File: config.mk
export PLATFORM = sky130hd
export DESIGN_NAME = table_atan2_binary_angle_core
export DESIGN_NICKNAME = d
export VERILOG_FILES = /design/src/hdl/tatan_pkg.sv /design/src/hdl/tatan_fold.sv /design/src/hdl/tatan_unit.sv /design/src/hdl/table_atan2_binary_angle_core.sv
export SDC_FILE = /design/constraint.sdc
export NUM_CORES = 1
export LEC_CHECK = 0
export BUFFER_PORTS_ARGS = -buffer_cell sky130_fd_sc_hd__buf_2
export CAP_MARGIN = 20
export CORE_ASPECT_RATIO = 0.6
export CORE_MARGIN = 2
export CORE_UTILIZATION = 41
export CTS_CLUSTER_SIZE = 30
export DETAILED_ROUTE_END_ITERATION = 12
export SETUP_SLACK_MARGIN = 0.02
export SYNTH_ARGS = -nofsm -noshare
export SYNTH_HDL_FRONTEND = slang
export SYNTH_SLANG_ARGS = --single-unit
export TNS_END_PERCENT = 10
File: constraint.sdc
create_clock -name clk -period 3.18 [get_ports clk]
set_input_delay 0.954 -clock clk [delete_from_list [all_inputs] [get_ports clk]]
set_output_delay 0.954 -clock clk [all_outputs]
set_load 0.02 [all_outputs]
File: src/hdl/tatan_pkg.sv
// Shared types, constants and the arctangent table for the table-based atan2 core
`timescale 1ns / 1ps

package tatan_pkg;

    // Internal magnitude width: a coordinate of -32768 folds to 32768
    localparam int MAG_W     = 17;
    localparam int ANGLE_W   = 16;
    localparam int IDX_W     = 8;
    localparam int REM_W     = IDX_W - 1;
    localparam int DIV_STEPS = IDX_W;
    localparam int STEP_W    = $clog2(DIV_STEPS);
    localparam int PART_SHIFT = 5;

    // Correction words applied by the octant fold, and the table part for equal magnitudes
    localparam logic [ANGLE_W-1:0] CORR_QUARTER = 16'h4000;
    localparam logic [ANGLE_W-1:0] CORR_HALF    = 16'h8000;
    localparam logic [ANGLE_W-1:0] CORR_MIRROR  = 16'h3fff;
    localparam logic [ANGLE_W-1:0] PART_DIAG    = 16'h2000;

    // Operations of the shared shift / subtract unit
    typedef enum logic [2:0] {
        OP_HOLD,
        OP_LOAD,
        OP_SHIFT,
        OP_DIV_INIT,
        OP_DIV_STEP
    } unit_op_t;

    // Status returned by the unit to the sequencer
    typedef struct packed {
        logic                 normed;
        logic                 hi_zero;
        logic                 lo_eq_hi;
        logic [IDX_W-1:0]     quot;
        logic [ANGLE_W-1:0]   corr;
    } unit_status_t;

    // round(1024 * atan(i / 256) / pi)
    localparam logic [7:0] ATAN_TAB [0:255] = '{
        8'd0,8'd1,8'd3,8'd4,8'd5,8'd6,8'd8,8'd9,8'd10,8'd11,8'd13,8'd14,8'd15,8'd17,8'd18,8'd19,
        8'd20,8'd22,8'd23,8'd24,8'd25,8'd27,8'd28,8'd29,8'd30,8'd32,8'd33,8'd34,8'd36,8'd37,8'd38,
        8'd39,
        8'd41,8'd42,8'd43,8'd44,8'd46,8'd47,8'd48,8'd49,8'd51,8'd52,8'd53,8'd54,8'd55,8'd57,8'd58,
        8'd59,8'd60,8'd62,8'd63,8'd64,8'd65,8'd67,8'd68,8'd69,8'd70,8'd71,8'd73,8'd74,8'd75,8'd76,
        8'd77,8'd79,
        8'd80,8'd81,8'd82,8'd83,8'd85,8'd86,8'd87,8'd88,8'd89,8'd91,8'd92,8'd93,8'd94,8'd95,8'd96,
        8'd98,8'd99,8'd100,8'd101,8'd102,8'd103,8'd104,8'd106,8'd107,8'd108,8'd109,8'd110,8'd111,
        8'd112,8'd114,8'd115,8'd116,
        8'd117,8'd118,8'd119,8'd120,8'd121,8'd122,8'd124,8'd125,8'd126,8'd127,8'd128,8'd129,8'd130,
        8'd131,8'd132,8'd133,8'd134,8'd135,8'd137,8'd138,8'd139,8'd140,8'd141,8'd142,8'd143,8'd144,
        8'd145,8'd146,8'd147,8'd148,8'd149,8'd150,
        8'd151,8'd152,8'd153,8'd154,8'd155,8'd156,8'd157,8'd158,8'd159,8'd160,8'd161,8'd162,8'd163,
        8'd164,8'd165,8'd166,8'd167,8'd168,8'd169,8'd170,8'd171,8'd172,8'd173,8'd174,8'd175,8'd176,
        8'd177,8'd177,8'd178,8'd179,8'd180,8'd181,
        8'd182,8'd183,8'd184,8'd185,8'd186,8'd187,8'd188,8'd188,8'd189,8'd190,8'd191,8'd192,8'd193,
        8'd194,8'd195,8'd195,8'd196,8'd197,8'd198,8'd199,8'd200,8'd201,8'd201,8'd202,8'd203,8'd204,
        8'd205,8'd206,8'd206,8'd207,8'd208,8'd209,
        8'd210,8'd211,8'd211,8'd212,8'd213,8'd214,8'd215,8'd215,8'd216,8'd217,8'd218,8'd219,8'd219,
        8'd220,8'd221,8'd222,8'd222,8'd223,8'd224,8'd225,8'd225,8'd226,8'd227,8'd228,8'd228,8'd229,
        8'd230,8'd231,8'd231,8'd232,8'd233,8'd234,
        8'd234,8'd235,8'd236,8'd236,8'd237,8'd238,8'd239,8'd239,8'd240,8'd241,8'd241,8'd242,8'd243,
        8'd243,8'd244,8'd245,8'd245,8'd246,8'd247,8'd248,8'd248,8'd249,8'd250,8'd250,8'd251,8'd251,
        8'd252,8'd253,8'd253,8'd254,8'd255,8'd255
    };

    function automatic logic [7:0] atan_lookup(input logic [IDX_W-1:0] idx);
        atan_lookup = ATAN_TAB[idx];
    endfunction

endpackage

File: src/hdl/tatan_fold.sv
// Octant fold: swaps and sign changes giving small/large magnitudes and correction word
`timescale 1ns / 1ps

module tatan_fold (
    input  logic signed [15:0]                    y_coord,
    input  logic signed [15:0]                    x_coord,
    output logic [tatan_pkg::MAG_W-1:0]           lo,
    output logic [tatan_pkg::MAG_W-1:0]           hi,
    output logic [tatan_pkg::ANGLE_W-1:0]         corr
);

    logic signed [tatan_pkg::MAG_W-1:0] px;
    logic signed [tatan_pkg::MAG_W-1:0] py;
    logic signed [tatan_pkg::MAG_W-1:0] a;
    logic signed [tatan_pkg::MAG_W-1:0] b;
    logic [tatan_pkg::MAG_W-1:0]        mag_a;
    logic [tatan_pkg::MAG_W-1:0]        mag_b;
    logic [tatan_pkg::ANGLE_W-1:0]      corr_a;
    logic                               px_le0;
    logic                               py_gt0;
    logic                               swap_q;

    always_comb
    begin
        // Widen so that -32768 negates cleanly
        px     = tatan_pkg::MAG_W'(x_coord);
        py     = tatan_pkg::MAG_W'(y_coord);
        px_le0 = px[tatan_pkg::MAG_W-1] || (px == '0);
        py_gt0 = !py[tatan_pkg::MAG_W-1] && (py != '0);
        swap_q = (px_le0 != py_gt0);

        // Quarter-turn swap
        a      = swap_q ? py : px;
        b      = swap_q ? px : py;
        corr_a = swap_q ? tatan_pkg::CORR_QUARTER : '0;

        // Half-turn sign fold on the first coordinate
        if (a[tatan_pkg::MAG_W-1] || (a == '0))
        begin
            mag_a = tatan_pkg::MAG_W'(-a);
        end
        else
        begin
            mag_a  = tatan_pkg::MAG_W'(a);
            corr_a = corr_a ^ tatan_pkg::CORR_HALF;
        end
        mag_b = b[tatan_pkg::MAG_W-1] ? tatan_pkg::MAG_W'(-b) : tatan_pkg::MAG_W'(b);

        // Octant mirror so that lo <= hi
        if (mag_a > mag_b)
        begin
            lo   = mag_b;
            hi   = mag_a;
            corr = corr_a ^ tatan_pkg::CORR_MIRROR;
        end
        else
        begin
            lo   = mag_a;
            hi   = mag_b;
            corr = corr_a;
        end
    end

endmodule

File: src/hdl/tatan_unit.sv
// Shared shift / subtract unit: normalising shift and restoring divide steps
`timescale 1ns / 1ps

module tatan_unit (
    input  logic                              clk,
    input  logic                              rst_n,
    input  tatan_pkg::unit_op_t               op,
    input  logic [tatan_pkg::MAG_W-1:0]       load_lo,
    input  logic [tatan_pkg::MAG_W-1:0]       load_hi,
    input  logic [tatan_pkg::ANGLE_W-1:0]     load_corr,
    output tatan_pkg::unit_status_t           status
);

    logic [tatan_pkg::MAG_W-1:0]     lo_reg;
    logic [tatan_pkg::MAG_W-1:0]     lo_next;
    logic [tatan_pkg::MAG_W-1:0]     hi_reg;
    logic [tatan_pkg::MAG_W-1:0]     hi_next;
    logic [tatan_pkg::ANGLE_W-1:0]   corr_reg;
    logic [tatan_pkg::ANGLE_W-1:0]   corr_next;
    logic [tatan_pkg::REM_W-1:0]     rem_reg;
    logic [tatan_pkg::REM_W-1:0]     rem_next;
    logic [tatan_pkg::IDX_W-1:0]     quot_reg;
    logic [tatan_pkg::IDX_W-1:0]     quot_next;
    logic [tatan_pkg::IDX_W-1:0]     rem_sh;
    logic [tatan_pkg::IDX_W-1:0]     divisor;
    logic [tatan_pkg::IDX_W-1:0]     diff;
    logic                            ge;

    // One trial subtract per step
    always_comb
    begin
        rem_sh  = {rem_reg, 1'b0};
        divisor = {1'b0, hi_reg[tatan_pkg::REM_W-1:0]};
        diff    = rem_sh - divisor;
        ge      = (rem_sh >= divisor);
    end

    // Operation select
    always_comb
    begin
        lo_next   = lo_reg;
        hi_next   = hi_reg;
        corr_next = corr_reg;
        rem_next  = rem_reg;
        quot_next = quot_reg;
        case (op)
            tatan_pkg::OP_LOAD:
            begin
                lo_next   = load_lo;
                hi_next   = load_hi;
                corr_next = load_corr;
            end
            tatan_pkg::OP_SHIFT:
            begin
                lo_next = lo_reg >> 1;
                hi_next = hi_reg >> 1;
            end
            tatan_pkg::OP_DIV_INIT:
            begin
                rem_next  = lo_reg[tatan_pkg::REM_W-1:0];
                quot_next = '0;
            end
            tatan_pkg::OP_DIV_STEP:
            begin
                rem_next  = ge ? diff[tatan_pkg::REM_W-1:0] : rem_sh[tatan_pkg::REM_W-1:0];
                quot_next = {quot_reg[tatan_pkg::IDX_W-2:0], ge};
            end
            default:
            begin
            end
        endcase
    end

    // Datapath registers
    always_ff @(posedge clk)
    begin
        lo_reg   <= lo_next;
        hi_reg   <= hi_next;
        corr_reg <= corr_next;
        rem_reg  <= rem_next;
        quot_reg <= quot_next;
    end

    // Status back to the sequencer
    always_comb
    begin
        status.normed   = ((lo_reg | hi_reg) >> tatan_pkg::REM_W) == '0;
        status.hi_zero  = (hi_reg == '0);
        status.lo_eq_hi = (lo_reg == hi_reg);
        status.quot     = quot_reg;
        status.corr     = corr_reg;
    end

    // Normalising shifts never run past zero on a nonzero magnitude
    property p_shift_only_when_large;
        @(posedge clk) disable iff (!rst_n)
        (op == tatan_pkg::OP_SHIFT) |-> !status.normed;
    endproperty
    a_shift_only_when_large: assert property (p_shift_only_when_large)
        else $error("shift issued on already normalised magnitudes");

    // Remainder stays below the divisor across divide steps (equal magnitudes excluded)
    property p_rem_below_divisor;
        @(posedge clk) disable iff (!rst_n)
        ($past(op) == tatan_pkg::OP_DIV_STEP && status.normed && !status.hi_zero &&
         !status.lo_eq_hi)
            |-> ({1'b0, rem_reg} < divisor);
    endproperty
    a_rem_below_divisor: assert property (p_rem_below_divisor)
        else $error("divide remainder not below divisor");

endmodule

File: src/hdl/table_atan2_binary_angle_core.sv
// Top level: sequencer, table lookup and result register of the atan2 core
`timescale 1ns / 1ps
// Each item takes k = 0..9 normalising shifts, k being the number needed to bring
// both magnitudes below 128, then 8 restoring divide steps for the ratio.
// A new start is taken only in idle, not while an item is busy; the shared shift / subtract
// unit does one normalising shift or one restoring divide step per cycle.
// Reset (rst_n low, asynchronous) returns the sequencer to idle and clears done.
// The result is shown for one cycle under done and cannot be held off.

module table_atan2_binary_angle_core (
    input  logic                                 clk,
    input  logic                                 rst_n,
    input  logic                                 start,
    output logic                                 busy,
    input  logic signed [15:0]                   y_coord,
    input  logic signed [15:0]                   x_coord,
    output logic                                 done,
    output logic [tatan_pkg::ANGLE_W-1:0]        angle
);

    typedef enum logic [1:0] {
        ST_IDLE,
        ST_NORM,
        ST_DIV,
        ST_FIN
    } state_t;

    state_t                            state_reg;
    state_t                            state_next;
    logic [tatan_pkg::STEP_W-1:0]      step_reg;
    logic [tatan_pkg::STEP_W-1:0]      step_next;
    logic                              done_reg;
    logic                              done_next;
    logic [tatan_pkg::ANGLE_W-1:0]     angle_reg;
    logic [tatan_pkg::ANGLE_W-1:0]     angle_next;
    tatan_pkg::unit_op_t               op;
    tatan_pkg::unit_status_t           status;
    logic [tatan_pkg::MAG_W-1:0]       fold_lo;
    logic [tatan_pkg::MAG_W-1:0]       fold_hi;
    logic [tatan_pkg::ANGLE_W-1:0]     fold_corr;
    logic [tatan_pkg::ANGLE_W-1:0]     part;

    tatan_fold u_fold (
        .y_coord (y_coord),
        .x_coord (x_coord),
        .lo      (fold_lo),
        .hi      (fold_hi),
        .corr    (fold_corr)
    );

    tatan_unit u_unit (
        .clk       (clk),
        .rst_n     (rst_n),
        .op        (op),
        .load_lo   (fold_lo),
        .load_hi   (fold_hi),
        .load_corr (fold_corr),
        .status    (status)
    );

    // Table part of the angle
    always_comb
    begin
        if (status.hi_zero)
        begin
            part = '0;
        end
        else if (status.lo_eq_hi)
        begin
            part = tatan_pkg::PART_DIAG;
        end
        else
        begin
            part = tatan_pkg::ANGLE_W'(tatan_pkg::atan_lookup(status.quot))
                   << tatan_pkg::PART_SHIFT;
        end
    end

    // Sequencer
    always_comb
    begin
        state_next = state_reg;
        step_next  = step_reg;
        done_next  = 1'b0;
        angle_next = angle_reg;
        op         = tatan_pkg::OP_HOLD;
        case (state_reg)
            ST_IDLE:
            begin
                if (start)
                begin
                    op         = tatan_pkg::OP_LOAD;
                    state_next = ST_NORM;
                end
            end
            ST_NORM:
            begin
                if (status.normed)
                begin
                    op         = tatan_pkg::OP_DIV_INIT;
                    step_next  = '0;
                    state_next = ST_DIV;
                end
                else
                begin
                    op = tatan_pkg::OP_SHIFT;
                end
            end
            ST_DIV:
            begin
                op        = tatan_pkg::OP_DIV_STEP;
                step_next = step_reg + 1'b1;
                if (step_reg == tatan_pkg::STEP_W'(tatan_pkg::DIV_STEPS - 1))
                begin
                    state_next = ST_FIN;
                end
            end
            ST_FIN:
            begin
                angle_next = part ^ status.corr;
                done_next  = 1'b1;
                state_next = ST_IDLE;
            end
            default:
            begin
                state_next = ST_IDLE;
            end
        endcase
    end

    // State and registered outputs
    always_ff @(posedge clk or negedge rst_n)
    begin
        if (!rst_n)
        begin
            state_reg <= ST_IDLE;
            step_reg  <= '0;
            done_reg  <= 1'b0;
        end
        else
        begin
            state_reg <= state_next;
            step_reg  <= step_next;
            done_reg  <= done_next;
        end
    end

    // Result payload
    always_ff @(posedge clk)
    begin
        angle_reg <= angle_next;
    end

    assign busy  = (state_reg != ST_IDLE);
    assign done  = done_reg;
    assign angle = angle_reg;

    // A done beat only follows the final state
    property p_done_after_fin;
        @(posedge clk) disable iff (!rst_n)
        done_reg |-> ($past(state_reg) == ST_FIN);
    endproperty
    a_done_after_fin: assert property (p_done_after_fin)
        else $error("done without a finished item");

    // An accepted start makes the core busy next cycle
    property p_start_busy;
        @(posedge clk) disable iff (!rst_n)
        (start && !busy) |=> busy;
    endproperty
    a_start_busy: assert property (p_start_busy)
        else $error("start accepted but core not busy");

    // Division only runs on normalised magnitudes
    property p_div_normalised;
        @(posedge clk) disable iff (!rst_n)
        (state_reg == ST_DIV) |-> status.normed;
    endproperty
    a_div_normalised: assert property (p_div_normalised)
        else $error("divide running on unnormalised magnitudes");

endmodule
==> results of run 1 <==
-- area by class of cell --
type	instances	area [µm²]	share of cell area, %
Multi-Input combinational cell	798	5405	52.99
Clock buffer	11	232.7	2.282
Timing Repair Buffer	259	1934	18.96
Clock inverter	5	36.28	0.3557
Sequential cell	70	2072	20.31
Tap cell	246	307.8	3.018
Inverter	55	211.5	2.073
-- through the flow --
step	power [mW]	hold WS, ps	std cells	cell area (µm²)
floorplan	5.391	400.3	1000	7868
global placement	6.926	403.2	1403	9520
detailed placement	6.978	406.3	1403	9520
CTS	8.045	419.4	1442	10050
global route	8.856	430.1	1444	10200
finish	8.175	417.4	1444	10200
-- worst max-delay path, delay by kind of cell --
kind            cells  cell delay (ps)
simple gates        9             2370
buf+inv             4              440
compound gates      5             1100
fa+ha+maj           2              470
mux                 2              540
xor+xnor            1              110
-- how the worst max path moves through the flow --
| stage | startpoint | end | cells past startpoint |
|---|---|---|---|
| 3_5_place_dp | y_coord[11] | u_unit.lo_reg[0] | 22 |
| 5_1_grt | y_coord[11] | u_unit.hi_reg[0] | 24 |
| 2_1_floorplan | y_coord[10] | u_unit.lo_reg[15] | 26 |
| 6_report | y_coord[11] | u_unit.hi_reg[0] | 23 |
| 3_3_place_gp | y_coord[11] | u_unit.lo_reg[0] | 23 |
| 4_1_cts | y_coord[11] | u_unit.hi_reg[0] | 23 |
-- where the power goes --
| group | total (mW) | internal (mW) | switching (mW) | leakage [nW] |
|---|---|---|---|---|
| logic | 5.21 | 2.18 | 3.03 | 3.50 |
| registers | 2.05 | 1.69 | 0.359 | 0.676 |
| clock network | 0.915 | 0.530 | 0.385 | 0.133 |
| total | 8.18 | 4.40 | 3.77 | 4.31 |
-- layer usage --
layer	up-vias	part of all wire, %	GRT usage, %
met5	-	0	0
met4	0	0.37	2.204
met3	10	9.4	5.552
met2	356	38	32.45
met1	3955	52	42.01
li1	4118	-	-
-- logic make-up (layout without fill, tap and decap cells) --
group	Yosys count	count (layout)	share of synthesized area (%)
AOI/OAI and AO/OA	283	283	23.77
xor gates and xnor gates	35	35	4.151
adders and majority gates	53	53	8.557
buffers and inverters	132	330	7.248
DFF	70	70	26.44
muxes	38	38	5.412
other	2	4	0.09582
and+or+nand+nor	385	385	24.33
-- placed cells by master (no fill, tap or decap), types with 7 or more instances in the layout --
cell and n:
xor2_1 12, inv_1 50, clkbuf_16 9, nor2b_1 8
o31ai_1 9, o211ai_1 22, nor3_1 22, nand3_1 46
or3_1 26, buf_2 51, a31oi_1 24, and2_1 9
buf_6 8, buf_12 7, buf_4 193, a21oi_1 46
nand2b_1 12, edfxtp_1 64, a311oi_1 8, mux2i_1 26
and3_1 8, a21o_1 11, nand2_1 94, nor4_1 15
xnor2_1 22, nor2_1 87, o21ai_0 81, ha_1 49
nand4_1 18, a211oi_1 18
-- timing repair --
item,in CTS,in global routing
endpoints found under the setup margin,34,35
gates cloned,1,0
buffers inserted,22,2
resized for setup,23,24
pin swaps,14,10
==> results by group, run 1 <==
Critical path
  – Reg2reg start: u_unit.hi_reg[1]
  – WP data required: between 3000 and 4000 ps
  – CP Cell Sequence: buf_6 -> or4_4 -> or4_4 -> o21bai_4 -> xnor2_4 -> inv_4 -> mux2i_4 -> ha_4 -> nand3_2 -> and3_4 -> or4_1 -> nand4_1 -> ha_1 -> nor4_2 -> nor2_1 -> a211oi_1 -> o221ai_1 -> and2_1 -> a31oi_4 -> inv_4 -> buf_12 -> mux2_2 -> a21oi_2
  – Setup crit start kind: input pin
  – Critical path class: input pin to flop
  – Worst reg2reg endpoint: u_unit.rem_reg[1]
  – CP max FO: 13
  – Reg2reg path depth: 10
  – Critical Path End Type: flop
  – R2R Setup Slk: 320 ps
  – Critical path's slowest cell: or4_4
  – Worst EP arrival: 5980 ps
  – Crit-path max cell delay: 520 ps

Synthesis
  – FFs w/ async S/R, synth: about 8.6%
  – Top FF cell, synth: edfxtp_1
  – Cell taking the most area after synthesis: edfxtp_1
  – Syn Area/Cell: a little under 8 µm²
  – Sequential-to-total area share from yosys stat: 26.44%
  – Synth cell count leaders: 95 x nand2_1, 89 x nor2_1, 84 x o21ai_0
  – Number of synthesized flops with an enable pin: 64
  – Synth unique cells: 75
  – Syn Std Cell Area: 7838 µm²
  – Yosys top cell area share: 24.52%
  – Cells after Synth: approximately 1000
  – Area contributors post-synth: edfxtp_1 25%, ha_1 8.3%, o21ai_0 5.4%
  – Warnings, synthesis: 0
  – Count leader, synth: nand2_1
  – Flops & latches, synth: 70

Die
  – Floorplan core area: roughly 19000 µm²
  – Die Y: 111.1 µm
  – Die width: 182.5 µm
  – Initial Util: about two fifths
  – Top Ports: 53
  – Row cnt: 39
  – Full die area: 20270 µm²

Clock tree
  – CTS tree: done
  – Worst-skew pair later-pin latency: 330 ps
  – Clk sink count: 70
  – Reg clk slew, reported paths: 60 ps
  – Post-CTS Hold Buffers: 0
  – CTS Buf Count: 9
  – Max clock buf depth: 2
  – CTS root buf: clkbuf_16
  – Htree depth: 3

Routing
  – Post-route ant nets: 0
  – DR iter-0 viols: slightly above 1000
  – Remaining DRCs: 0
  – Via Count: 8439
  – DRT Pass-1 Iters: 5
  – WL final: 25190 µm
  – Wire per inst: 17.45 µm
  – DR vias/cell: approximately 5.8

Finish
  – Core Util, Final: roughly 54%
  – # nets final: 1281
  – Antenna Cells: 0
  – P&R area growth vs syn: 30.14%
  – Share of cells above drive strength 1: 27.96%
  – Fillers: 1748

STA
  – Clock skew: 7.979 ps
  – Final worst setup slack: -2611 ps
  – Setup TNS: -83470 ps
  – Final setup vio count: 34
  – Crit share post-route: 182.1%
  – Worst-Margin Slew: between 600 and 700 ps
  – Clock period minus worst slack: just under 6000 ps
  – Fin. Hold Viols: 0
  – FMAX: 0.1727 GHz
  – Max-slew headroom: 58.31%
  – Max-slew violations: 0
  – RSZ-0062 raised after global routing: yes

Placed design
  – GPL Wtd Cong: 0.9638
  – Setup WS pre-CTS: -3243 ps
  – Post-detail-place hpwl: 19140 µm
  – I/O Buffers: 52

Status
  – Status: finished with violations
  – Failing checks: negative setup slack

Global route
  – Grt ovf: 0
  – Overall Global Routing Usage: 25.03%
  – First-pass GRT wire length: 40680 µm
  – Initial antenna violation count: 0
  – Vias in the first global route: approximately 7600
  – Pin count of the biggest net entering global routing: 64

Power and ir drop
  – PwrDens: 801.5 nW/µm²
  – Maximum vdd ir drop: roughly 560 µV
  – P_leak: 4.307 nW

Hold path
  – Worst Hold End: angle[14]
  – Worst hold path type: flop to flop
  – WHS Path Cells: 0
  – Worst Min Path Start: u_unit.corr_reg[14]

Job
  – # Max-Cap Violations: 0
(Power assumes the default switching activity.)
==> run 2, diff against run 1 <==
--- a/config.mk
+++ b/config.mk
@@ -7,11 +7,13 @@
 export LEC_CHECK = 0
 export BUFFER_PORTS_ARGS = -buffer_cell sky130_fd_sc_hd__buf_2
 export CAP_MARGIN = 20
+export CELL_PAD_IN_SITES_DETAIL_PLACEMENT = 0
+export CELL_PAD_IN_SITES_GLOBAL_PLACEMENT = 1
 export CORE_ASPECT_RATIO = 0.6
-export CORE_MARGIN = 2
 export CORE_UTILIZATION = 41
 export CTS_CLUSTER_SIZE = 30
 export DETAILED_ROUTE_END_ITERATION = 12
+export PLACE_DENSITY_LB_ADDON = 0.1
 export SETUP_SLACK_MARGIN = 0.02
 export SYNTH_ARGS = -nofsm -noshare
 export SYNTH_HDL_FRONTEND = slang
==> run 2 against run 1 <==
Net effect: the flow still finishes with violations (negative setup slack); total power up 5.2%; wire length up 14%; clock power up 8.5%; first-iteration DRC count grew 15%; sequential cell count unchanged; worst setup slack lost 76 ps; sequential power about the same; largest cell class unchanged.
==> results by group, run 2 (synthesized netlist as in run 1, its figures left out) <==
Routing
  – DR vias/cell: 5.914
  – Remaining DRCs: 0
  – Wire per inst: 19.89 µm
  – DRT Pass-1 Iters: 6
  – WL final: 28820 µm
  – DR iter-0 viols: 1192
  – Via Count: about 8600
  – Post-route ant nets: 0

Global route
  – Overall Global Routing Usage: a little under 30%
  – Vias in the first global route: 7496
  – Grt ovf: 0
  – Initial antenna violation count: 0
  – Pin count of the biggest net entering global routing: 69
  – First-pass GRT wire length: 44020 µm

Clock tree
  – Reg clk slew, reported paths: around 70 ps
  – Clk sink count: 70
  – CTS root buf: clkbuf_16
  – CTS Buf Count: 9
  – Htree depth: 3
  – CTS tree: done
  – Post-CTS Hold Buffers: 0
  – Max clock buf depth: 2
  – Worst-skew pair later-pin latency: ~350 ps

STA
  – RSZ-0062 raised after global routing: yes
  – Fin. Hold Viols: 0
  – Final setup vio count: 34
  – Setup TNS: -85750 ps
  – Max-slew headroom: 51.43%
  – Clock period minus worst slack: 5868 ps
  – Final worst setup slack: -2688 ps
  – Clock skew: 8.932 ps
  – Max-slew violations: 0
  – FMAX: roughly 0.17 GHz
  – Crit share post-route: 184.5%
  – Worst-Margin Slew: 710.1 ps

Power and ir drop
  – Psw: 4.055 mW
  – Combinational share of power: 64.5%
  – Reg power frac: 24.0%
  – Switch share: 47.16%
  – P_leak: 4.450 nW
  – Clock Power Share: between 10% and 20%
  – Internal power: 4.543 mW
  – PwrDens: between 800 and 900 nW/µm²
  – Maximum vdd ir drop: 510.5 µV

Critical path
  – CP max FO: 8
  – Crit-path max cell delay: between 500 and 600 ps
  – Critical path class: input pin to flop
  – Worst EP arrival: 6080 ps
  – WP data required: 3390 ps
  – Critical Path End Type: flop
  – Critical path's slowest cell: or4_4
  – Setup crit start kind: input pin

Finish
  – Most frequent cells in the layout: 200 x buf_4, 89 x nand2_1, 86 x nor2_1
  – Share of cells above drive strength 1: 31.18%
  – Most common cell after layout, fill and taps aside: buf_4
  – P&R area growth vs syn: 35.79%
  – Core Util, Final: 57.84%
  – Post-Layout Cell Count: 1449
  – Fillers: 1680
  – Finished Cell Area: 10640 µm²
  – # nets final: 1292
  – Antenna Cells: 0

Hold path
  – Worst hold path type: input pin to async pin

Die
  – Top Ports: 53
  – Row cnt: 38
  – Initial Util: around 43%
  – Full die area: 19690 µm²
  – Die Y: between 100 and 150 µm
  – Die width: between 150 and 200 µm
  – Floorplan core area: 18400 µm²

Placed design
  – Setup WS pre-CTS: -3317 ps
  – Placed Cells: 1396
  – Cell Area, Placed: 9493 µm²
  – I/O Buffers: 52
  – GPL Wtd Cong: 0.9357
  – Post-detail-place hpwl: 21640 µm

Job
  – # Max-Cap Violations: 0

Status
  – Failing checks: negative setup slack
  – Status: finished with violations
-- run 2: layout make-up --
class	instances	area [µm²]	area share, %
Clock inverter	7	57.56	0.5408
Timing Repair inverter	2	22.52	0.2116
Inverter	55	235.2	2.210
Clock buffer	9	225.2	2.116
Tap cell	240	300.3	2.822
Multi-Input combinational cell	798	5663	53.21
Timing Repair Buffer	268	2067	19.42
Sequential cell	70	2072	19.47
-- run 2: path summary, 6_finish.rpt --
path | start | to | slack, ps | depth (start not counted)
worst max-delay path | y_coord[11] | u_unit.hi_reg[0] | -2690 | 26
worst min-delay path | rst_n | done | 420 | 1
worst max register to register | u_unit.quot_reg[1] | angle[5] | 220 | 9
worst min register to register | u_unit.corr_reg[14] | angle[14] | 420 | 0
max in group asynchronous | rst_n | state_reg[1] | 2610 | 1
min in group clk | u_unit.corr_reg[14] | angle[14] | 420 | 0
-- run 2: repair_timing --
item                       4_1_cts  5_1_grt
pin swaps                       27       32
gates resized for setup         47       58
cloned                           2        2
setup endpoints to repair       34       34
buffers inserted                23       10
-- run 2: through the flow --
step	hold WS (ps)	total power, mW
finish	422.2	8.598
floorplan	400.3	5.391
global placement	406.6	7.008
detailed placement	415.1	7.023
CTS	415.8	8.245
global route	424.2	9.233
-- run 2: power by group through the flow --
stage          Sequential (mW)  Clock [mW]  Combinational (mW)
6_report                  2.06       0.993                5.54
4_1_cts                   2.05        1.01                5.18
3_5_place_dp              2.07           0                4.95
5_1_grt                   2.10        1.05                6.08
3_3_place_gp              2.07           0                4.94
2_1_floorplan             2.01           0                3.38
-- run 2: critical path: cells and delay by family --
| family | cells | cell delay [ps] |
|---|---|---|
| compound gates | 4 | 810 |
| xor+xnor | 2 | 320 |
| fa+ha+maj | 2 | 420 |
| buf+inv | 7 | 730 |
| mux | 3 | 710 |
| simple gates | 8 | 2130 |
-- run 2: routing by layer --
metal | global-route usage (%) | share of wire, %
met5 | 0 | 0
met4 | 4.457 | 0.84
met3 | 6.346 | 11
met2 | 35.16 | 35
met1 | 49.43 | 53
